[src/sv/krah_pkg.sv]
// Package for the key range access histogram: transfer payload types,
// request and status codes, controller command and status structs.
// No dependencies.
package krah_pkg;

    localparam int ACC_W       = 64;
    localparam int CNT_W       = 64;
    localparam int IDX_OUT_W   = 10;
    localparam int IDX_EXT_W   = 17;
    localparam int RANGE_SPAN  = 5;

    // floor(x / 5) == (x * RECIP_MUL) >> RECIP_SHIFT for every x below 2^DIV_IN_W
    localparam int DIV_IN_W    = 19;
    localparam int RECIP_W     = 20;
    localparam int PROD_W      = DIV_IN_W + RECIP_W;
    localparam int RECIP_SHIFT = 22;
    localparam logic [RECIP_W-1:0] RECIP_MUL = 20'd838861;

    localparam logic [7:0] DIGIT_ZERO = 8'h30;
    localparam logic [7:0] DIGIT_NINE = 8'h39;

    localparam logic [1:0] REQ_KEY   = 2'd0;
    localparam logic [1:0] REQ_DUMP  = 2'd1;
    localparam logic [1:0] REQ_EMPTY = 2'd2;
    localparam logic [1:0] REQ_NONE  = 2'd3;

    localparam logic [1:0] STATUS_COUNTED = 2'd0;
    localparam logic [1:0] STATUS_OOB     = 2'd1;
    localparam logic [1:0] STATUS_DUMP    = 2'd2;

    typedef struct packed {
        logic [1:0] req_type;
        logic [7:0] key_byte;
        logic       key_last;
        logic [9:0] dump_index;
    } in_item_t;

    typedef struct packed {
        logic [1:0]  status;
        logic [9:0]  range_index;
        logic [63:0] count_value;
    } out_item_t;

    typedef struct packed {
        logic acc_step;
        logic acc_clear;
        logic addr_key;
        logic addr_dump;
        logic addr_zero;
        logic res_oob;
        logic clr_we;
        logic rd_en;
        logic upd_we;
        logic out_load;
    } cmd_t;

    typedef struct packed {
        logic clr_last;
        logic key_ok;
        logic dump_ok;
    } stat_t;

endpackage

[src/sv/krah_ctrl.sv]
// Controller of the key range access histogram: sequences clearing pass,
// key end, counter update and result hand-off. Depends on krah_pkg.
module krah_ctrl (
    input  logic              clk,
    input  logic              rst_n,
    input  logic              in_valid,
    output logic              in_ready,
    input  krah_pkg::in_item_t in_data,
    output logic              out_valid,
    input  logic              out_ready,
    input  krah_pkg::stat_t   stat,
    output krah_pkg::cmd_t    cmd
);

    typedef enum logic [2:0] {
        S_CLEAR,
        S_IDLE,
        S_DIV,
        S_RD,
        S_UPD,
        S_EMIT
    } state_t;

    state_t state_reg;
    state_t state_next;
    logic   out_valid_reg;
    logic   out_valid_next;
    logic   accept;
    logic   out_free;

    assign in_ready  = (state_reg == S_IDLE);
    assign accept    = in_valid && in_ready;
    assign out_free  = !out_valid_reg || out_ready;
    assign out_valid = out_valid_reg;

    always_comb
    begin
        state_next = state_reg;
        cmd        = '0;
        case (state_reg)
            S_CLEAR:
            begin
                cmd.clr_we = 1'b1;
                if (stat.clr_last)
                begin
                    state_next = S_IDLE;
                end
            end
            S_IDLE:
            begin
                if (accept)
                begin
                    case (in_data.req_type)
                        krah_pkg::REQ_KEY:
                        begin
                            cmd.acc_step = 1'b1;
                            if (in_data.key_last)
                            begin
                                state_next = S_DIV;
                            end
                        end
                        krah_pkg::REQ_DUMP:
                        begin
                            if (stat.dump_ok)
                            begin
                                cmd.addr_dump = 1'b1;
                                state_next    = S_RD;
                            end
                            else
                            begin
                                cmd.res_oob = 1'b1;
                                state_next  = S_EMIT;
                            end
                        end
                        krah_pkg::REQ_EMPTY:
                        begin
                            cmd.acc_clear = 1'b1;
                            cmd.addr_zero = 1'b1;
                            state_next    = S_RD;
                        end
                        default:
                        begin
                            state_next = S_IDLE;
                        end
                    endcase
                end
            end
            S_DIV:
            begin
                cmd.acc_clear = 1'b1;
                if (stat.key_ok)
                begin
                    cmd.addr_key = 1'b1;
                    state_next   = S_RD;
                end
                else
                begin
                    cmd.res_oob = 1'b1;
                    state_next  = S_EMIT;
                end
            end
            S_RD:
            begin
                cmd.rd_en  = 1'b1;
                state_next = S_UPD;
            end
            S_UPD:
            begin
                cmd.upd_we = 1'b1;
                state_next = S_EMIT;
            end
            S_EMIT:
            begin
                if (out_free)
                begin
                    cmd.out_load = 1'b1;
                    state_next   = S_IDLE;
                end
            end
            default:
            begin
                state_next = S_IDLE;
            end
        endcase
    end

    always_comb
    begin
        out_valid_next = out_valid_reg;
        if (cmd.out_load)
        begin
            out_valid_next = 1'b1;
        end
        else if (out_ready)
        begin
            out_valid_next = 1'b0;
        end
    end

    always_ff @(posedge clk or negedge rst_n)
    begin
        if (!rst_n)
        begin
            state_reg     <= S_CLEAR;
            out_valid_reg <= 1'b0;
        end
        else
        begin
            state_reg     <= state_next;
            out_valid_reg <= out_valid_next;
        end
    end

    a_rd_then_upd: assert property (@(posedge clk) disable iff (!rst_n)
        state_reg == S_RD |=> state_reg == S_UPD)
        else $error("counter read not followed by update");

    a_result_from_emit: assert property (@(posedge clk) disable iff (!rst_n)
        $rose(out_valid_reg) |-> $past(state_reg) == S_EMIT)
        else $error("result raised outside hand-off state");

    a_unused_req_idle: assert property (@(posedge clk) disable iff (!rst_n)
        accept && in_data.req_type == krah_pkg::REQ_NONE |=> state_reg == S_IDLE)
        else $error("unused request left idle state");

endmodule

[config.mk]
export PLATFORM = sky130hd
export DESIGN_NAME = krah_ctrl
export DESIGN_NICKNAME = d
export VERILOG_FILES = /design/src/sv/krah_pkg.sv /design/src/sv/krah_ctrl.sv
export SDC_FILE = /design/constraint.sdc
export NUM_CORES = 1
export LEC_CHECK = 0
export BUFFER_PORTS_ARGS = -buffer_cell sky130_fd_sc_hd__buf_2
export CORE_AREA = 8 8 45 47
export DETAILED_ROUTE_END_ITERATION = 12
export DIE_AREA = 0 0 53 55
export PLACE_DENSITY = 0.69
export SLEW_MARGIN = 10
export SYNTH_ARGS = -nofsm -noshare
export SYNTH_HDL_FRONTEND = slang
export SYNTH_SLANG_ARGS = --single-unit
[constraint.sdc]
create_clock -name clk -period 1.4 [get_ports clk]
set_input_delay 0 -clock clk [delete_from_list [all_inputs] [get_ports clk]]
set_output_delay 0 -clock clk [all_outputs]
set_load 0.01 [all_outputs]
==> Word level (Yosys, flattened, before mapping) <==
Index checks and enable logic that the tools add are counted.
{ "op_classes": {"mux": 30, "reduce_logical": 7, "n_eq_ne": 11} }
{ "op_table": {"columns": ["operator", "n"], "rows": [
  ["3-bit 2-to-1 mux", 7],
  ["3-bit case mux with 6 select lines", 1],
  ["1-bit 2-to-1 mux", 17],
  ["3-bit case mux with 3 select lines", 1],
  ["3-bit by 2-bit equality test with 1-bit output (second input constant)", 2],
  ["3-bit equality test (second input constant)", 2],
  ["2-bit 2-to-1 mux", 2],
  ["2-bit != test (second input constant)", 2],
  ["1-bit case mux with 2 select lines", 2],
  ["4-bit AND reduction", 1],
  ["3-bit by 1-bit equality test with 1-bit output (second input constant)", 1],
  ["3-bit zero test", 1],
  ["3-bit != test (second input constant)", 1],
  ["2-bit by 1-bit equality test with 1-bit output (second input constant)", 1],
  ["2-bit equality test (second input constant)", 1],
  ["2-bit zero test", 1],
  ["2-bit by 1-bit != test with 1-bit output (second input constant)", 1],
  ["2-bit nonzero test", 1],
  ["1-bit logical AND", 1],
  ["1-bit zero test", 1],
  ["1-bit logical OR", 1]
]} }
{ "word_totals": {"word_cells": 50, "input_bits": 28, "regBits": 4} }

==> Logic depth before layout (Yosys ltp) <==
{ "depth": {"ltp_word": 5, "depth_mapped": 4} }

==> Least setup slack after synthesis <==
Ideal clock, no wire load.
{ "synth_path": {"kind": "register to output", "startpoint": "register state_reg[1]", "endpoint": "output cmd[5] (netlist name)", "path_buffers": 1, "path_slack_ns": 0.187, "t_required_ns": 1.400, "arrival_time_ns": 1.213, "stages_incl_launch_ff": 5, "cell_sequence": "dfrtp_1 -> buf_4 -> nor3b_4 -> nand2_1 -> nor3b_1"} }
{ "synth_lines": {"columns": ["element", "line", "text"], "rows": [
  ["from (decl)", "krah_ctrl.sv:24", "state_t state_reg;"],
  ["from (signal assigned)", "krah_ctrl.sv:149", "state_reg <= state_next;"],
  ["to (decl)", "krah_ctrl.sv:12", "output krah_pkg::cmd_t cmd"]
]} }

==> out/qor.json <==
{
  "outcome": "finished, final reports clean",
  "postRouteAntennaNets": 0,
  "largest_reg_flops": 3,
  "chipWidth_um": 53,
  "vdd.ir_drop.worst_mv": 0.668,
  "cts_clk_pin_slew_worst_paths_ns": 0.04,
  "timing.critical_path.to_type": "output port",
  "n_antenna_cell": 0,
  "setup_tns_ns": 0,
  "die_area_um2": 2920,
  "global_route_wire_length_before_repair_mm": 1.67,
  "floorplan.initialDensity_pct": 27.5,
  "layout-area-overhead-vs-synth_pct": 47.0,
  "drive_gt1_share_pct": 55.7,
  "postLayoutCellArea_um2": 559,
  "dp.final_hpwl_um": 803,
  "synth_cell_types": 23,
  "total_overflow_reported_by_the_global_router": 0,
  "postPlaceCellArea_um2": 475,
  "finalNetCount": 100,
  "syn_area_per_cell_um2": 8.64,
  "timing.max_cap.violations": 0,
  "post-layout-total-power_mw": 0.937,
  "worstRegToRegCells": 3,
  "worst_hold_slack_ns": 0.0733,
  "setup_viol": 0,
  "via_count": 425,
  "final_min_period_over_clock_period_pct": 94.7,
  "drt-pass1-iter-count": 4,
  "period_minus_slack_ns": 1.33,
  "yosysWarningCount": 0,
  "critical_path.reg2reg.startpoint": "state_reg[0]$_DFFE_PN0P_",
  "place.detailed.instances": 77,
  "finalNonFillerCells": 86,
  "crit_path_start": "state_reg[2]$_DFFE_PN0P_",
  "tritoncts": "done",
  "wl_cell_um": 12.8,
  "i_o_pins": 40,
  "powerDensity_nw_per_um2": 1680,
  "crit_path_start_kind": "flip-flop",
  "timing.hold.worst.class": "input port to flip-flop",
  "clock-root-buffer": "sky130_fd_sc_hd__clkbuf_4",
  "clk_path_buf_depth": 2,
  "viasPerCell": 4.94,
  "cts.sink_count": 4,
  "die_h_um": 55,
  "placement_rows": 14,
  "drt-initial-drc-count": 3,
  "finalWeightedCongestion": 0.776,
  "finClkSkew_ns": 0.00132,
  "worstReg2RegEnd": "state_reg[2]$_DFFE_PN0P_",
  "syn-num-nets": 72,
  "cts_buffers": 3,
  "timing.setup.critical_path_class": "flip-flop to output port",
  "globalRouteTotalUtil_pct": 7.51,
  "maximum_number_of_pins_on_one_net_before_global_route_repair": 12,
  "drv_slew": 0,
  "final_critical_path_setup_slack_ns": 0.0741,
  "post-place-ws_ns": 0.179,
  "grt_antenna_before_repair": 0,
  "worst_ep_required_time_ns": 1.40,
  "max_slew_margin_pct": 75.4,
  "drc_errors": 0,
  "mappedNetlistArea_um2": 380,
  "cts_htree_levels": 1,
  "port-buffer-count": 21,
  "report.final.hold_viol_count": 0,
  "r2r_setup_slack_ns": 0.16,
  "crit_path_max_fanout": 3,
  "fmax_ghz": 0.754,
  "synthesized_flop_and_latch_total": 4,
  "worstPathArrival_ns": 1.33,
  "synthCells": 44,
  "worst-slew-pin-transition_ns": 0.369,
  "clk_latency_ns": 0.23,
  "yosysSeqAreaShare_pct": 26.3,
  "core_area_um2": 1380,
  "p_leak_nw": 0.288,
  "destination_of_the_critical_timing_path": "cmd[5]",
  "finalCoreUtilization_pct": 40.4,
  "first_global_vias": 408,
  "routed_wl_mm": 1.10
}
-- cells in the final DEF, fill, tap and decap left out --
master and n:
sky130_fd_sc_hd__a211o_1 1, sky130_fd_sc_hd__a21o_1 1, sky130_fd_sc_hd__a21oi_1 3, sky130_fd_sc_hd__a311o_1 1, sky130_fd_sc_hd__a31o_2 1, sky130_fd_sc_hd__and2b_1 1, sky130_fd_sc_hd__and3_1 1, sky130_fd_sc_hd__and3b_1 1
sky130_fd_sc_hd__buf_2 21, sky130_fd_sc_hd__buf_4 4, sky130_fd_sc_hd__clkbuf_2 1, sky130_fd_sc_hd__clkbuf_4 3, sky130_fd_sc_hd__dfrtp_1 1, sky130_fd_sc_hd__dfrtp_2 3, sky130_fd_sc_hd__dlygate4sd3_1 1, sky130_fd_sc_hd__nand2_1 3
sky130_fd_sc_hd__nand2b_1 3, sky130_fd_sc_hd__nand3_1 1, sky130_fd_sc_hd__nand3b_1 1, sky130_fd_sc_hd__nand4b_1 1, sky130_fd_sc_hd__nor2_1 4, sky130_fd_sc_hd__nor2b_2 1, sky130_fd_sc_hd__nor3_1 3, sky130_fd_sc_hd__nor3_2 1
sky130_fd_sc_hd__nor3b_1 3, sky130_fd_sc_hd__nor3b_2 2, sky130_fd_sc_hd__nor3b_4 1, sky130_fd_sc_hd__nor4bb_2 1, sky130_fd_sc_hd__or2b_1 1
-- cells by family after synthesis --
logic type	count (synthesis)	share of synthesized area, %
AOI/OAI and AO/OA	7	13.2
buffers and inverters	4	7.90
DFF	4	26.3
and+or+nand+nor	29	52.6
-- where the power goes --
part	total (mW)	internal, mW	switching (mW)
sequential	0.223	0.169	0.0541
clock	0.140	0.0957	0.0441
combinational	0.574	0.297	0.277
total	0.937	0.562	0.375
-- cells in the mapped netlist (all sizes together) --
cell / instances / share of area [%]
nor3b: 6 / 15
buf: 4 / 7.9
dfrtp: 4 / 26
nor2: 4 / 3.9
nor3: 4 / 6.6
a21oi: 3 / 3.9
nand2: 3 / 3.0
nand2b: 3 / 4.9
a211o: 1 / 2.3
a21o: 1 / 2.0
a311o: 1 / 2.6
a31o: 1 / 2.3
and2b: 1 / 2.0
and3: 1 / 1.6
and3b: 1 / 2.3
nand3: 1 / 1.3
nand3b: 1 / 2.0
nand4b: 1 / 2.3
nor2b: 1 / 1.6
nor4bb: 1 / 4.3
or2b: 1 / 2.0
-- worst max-delay path, stage by stage (launching register included) --
cell                      delay, ns
sky130_fd_sc_hd__dfrtp_2       0.42
sky130_fd_sc_hd__nor3b_4       0.22
sky130_fd_sc_hd__nand2_1       0.12
sky130_fd_sc_hd__nor3b_2       0.18
sky130_fd_sc_hd__buf_2         0.15
-- area by class of cell --
class / instances / area (µm²)
fill: 152 / 825
multi-input combinational: 36 / 263
timing repair buffer: 27 / 150
sequential: 4 / 104
clock buffer: 3 / 22.5
tap: 16 / 20.0
-- how the worst min path moves through the flow --
stage               from                        to  cells after the start
2_1_floorplan      rst_n     out_valid$_DFFE_PN0P_                      0
3_3_place_gp       rst_n     out_valid$_DFFE_PN0P_                      1
5_1_grt            rst_n  state_reg[2]$_DFFE_PN0P_                      2
3_5_place_dp       rst_n     out_valid$_DFFE_PN0P_                      1
6_report       out_ready     out_valid$_DFFE_PN0P_                      3
4_1_cts        out_ready     out_valid$_DFFE_PN0P_                      3
-- what timing repair did --
action / 4_1_cts / 5_1_grt
resized for setup: 5 / 1
hold buffers: 1 / 0
endpoints found under the setup margin: 4 / 3
buffers inserted: 3 / 2
endpoints found under the hold margin: 4 / 0
pin swaps: 0 / 1
-- per-layer routing --
layer | part of all wire, % | GRT usage [%] | vias up | routed length (µm)
li1 | - | - | 213 | -
met1 | 36 | 7.66 | 197 | 397
met2 | 56 | 12.9 | 13 | 615
met3 | 6.7 | 2.41 | 2 | 74
met4 | 1.4 | 5.17 | 0 | 15
met5 | 0 | 0 | - | 0
Note: power is estimated with default switching activity, not from simulation.
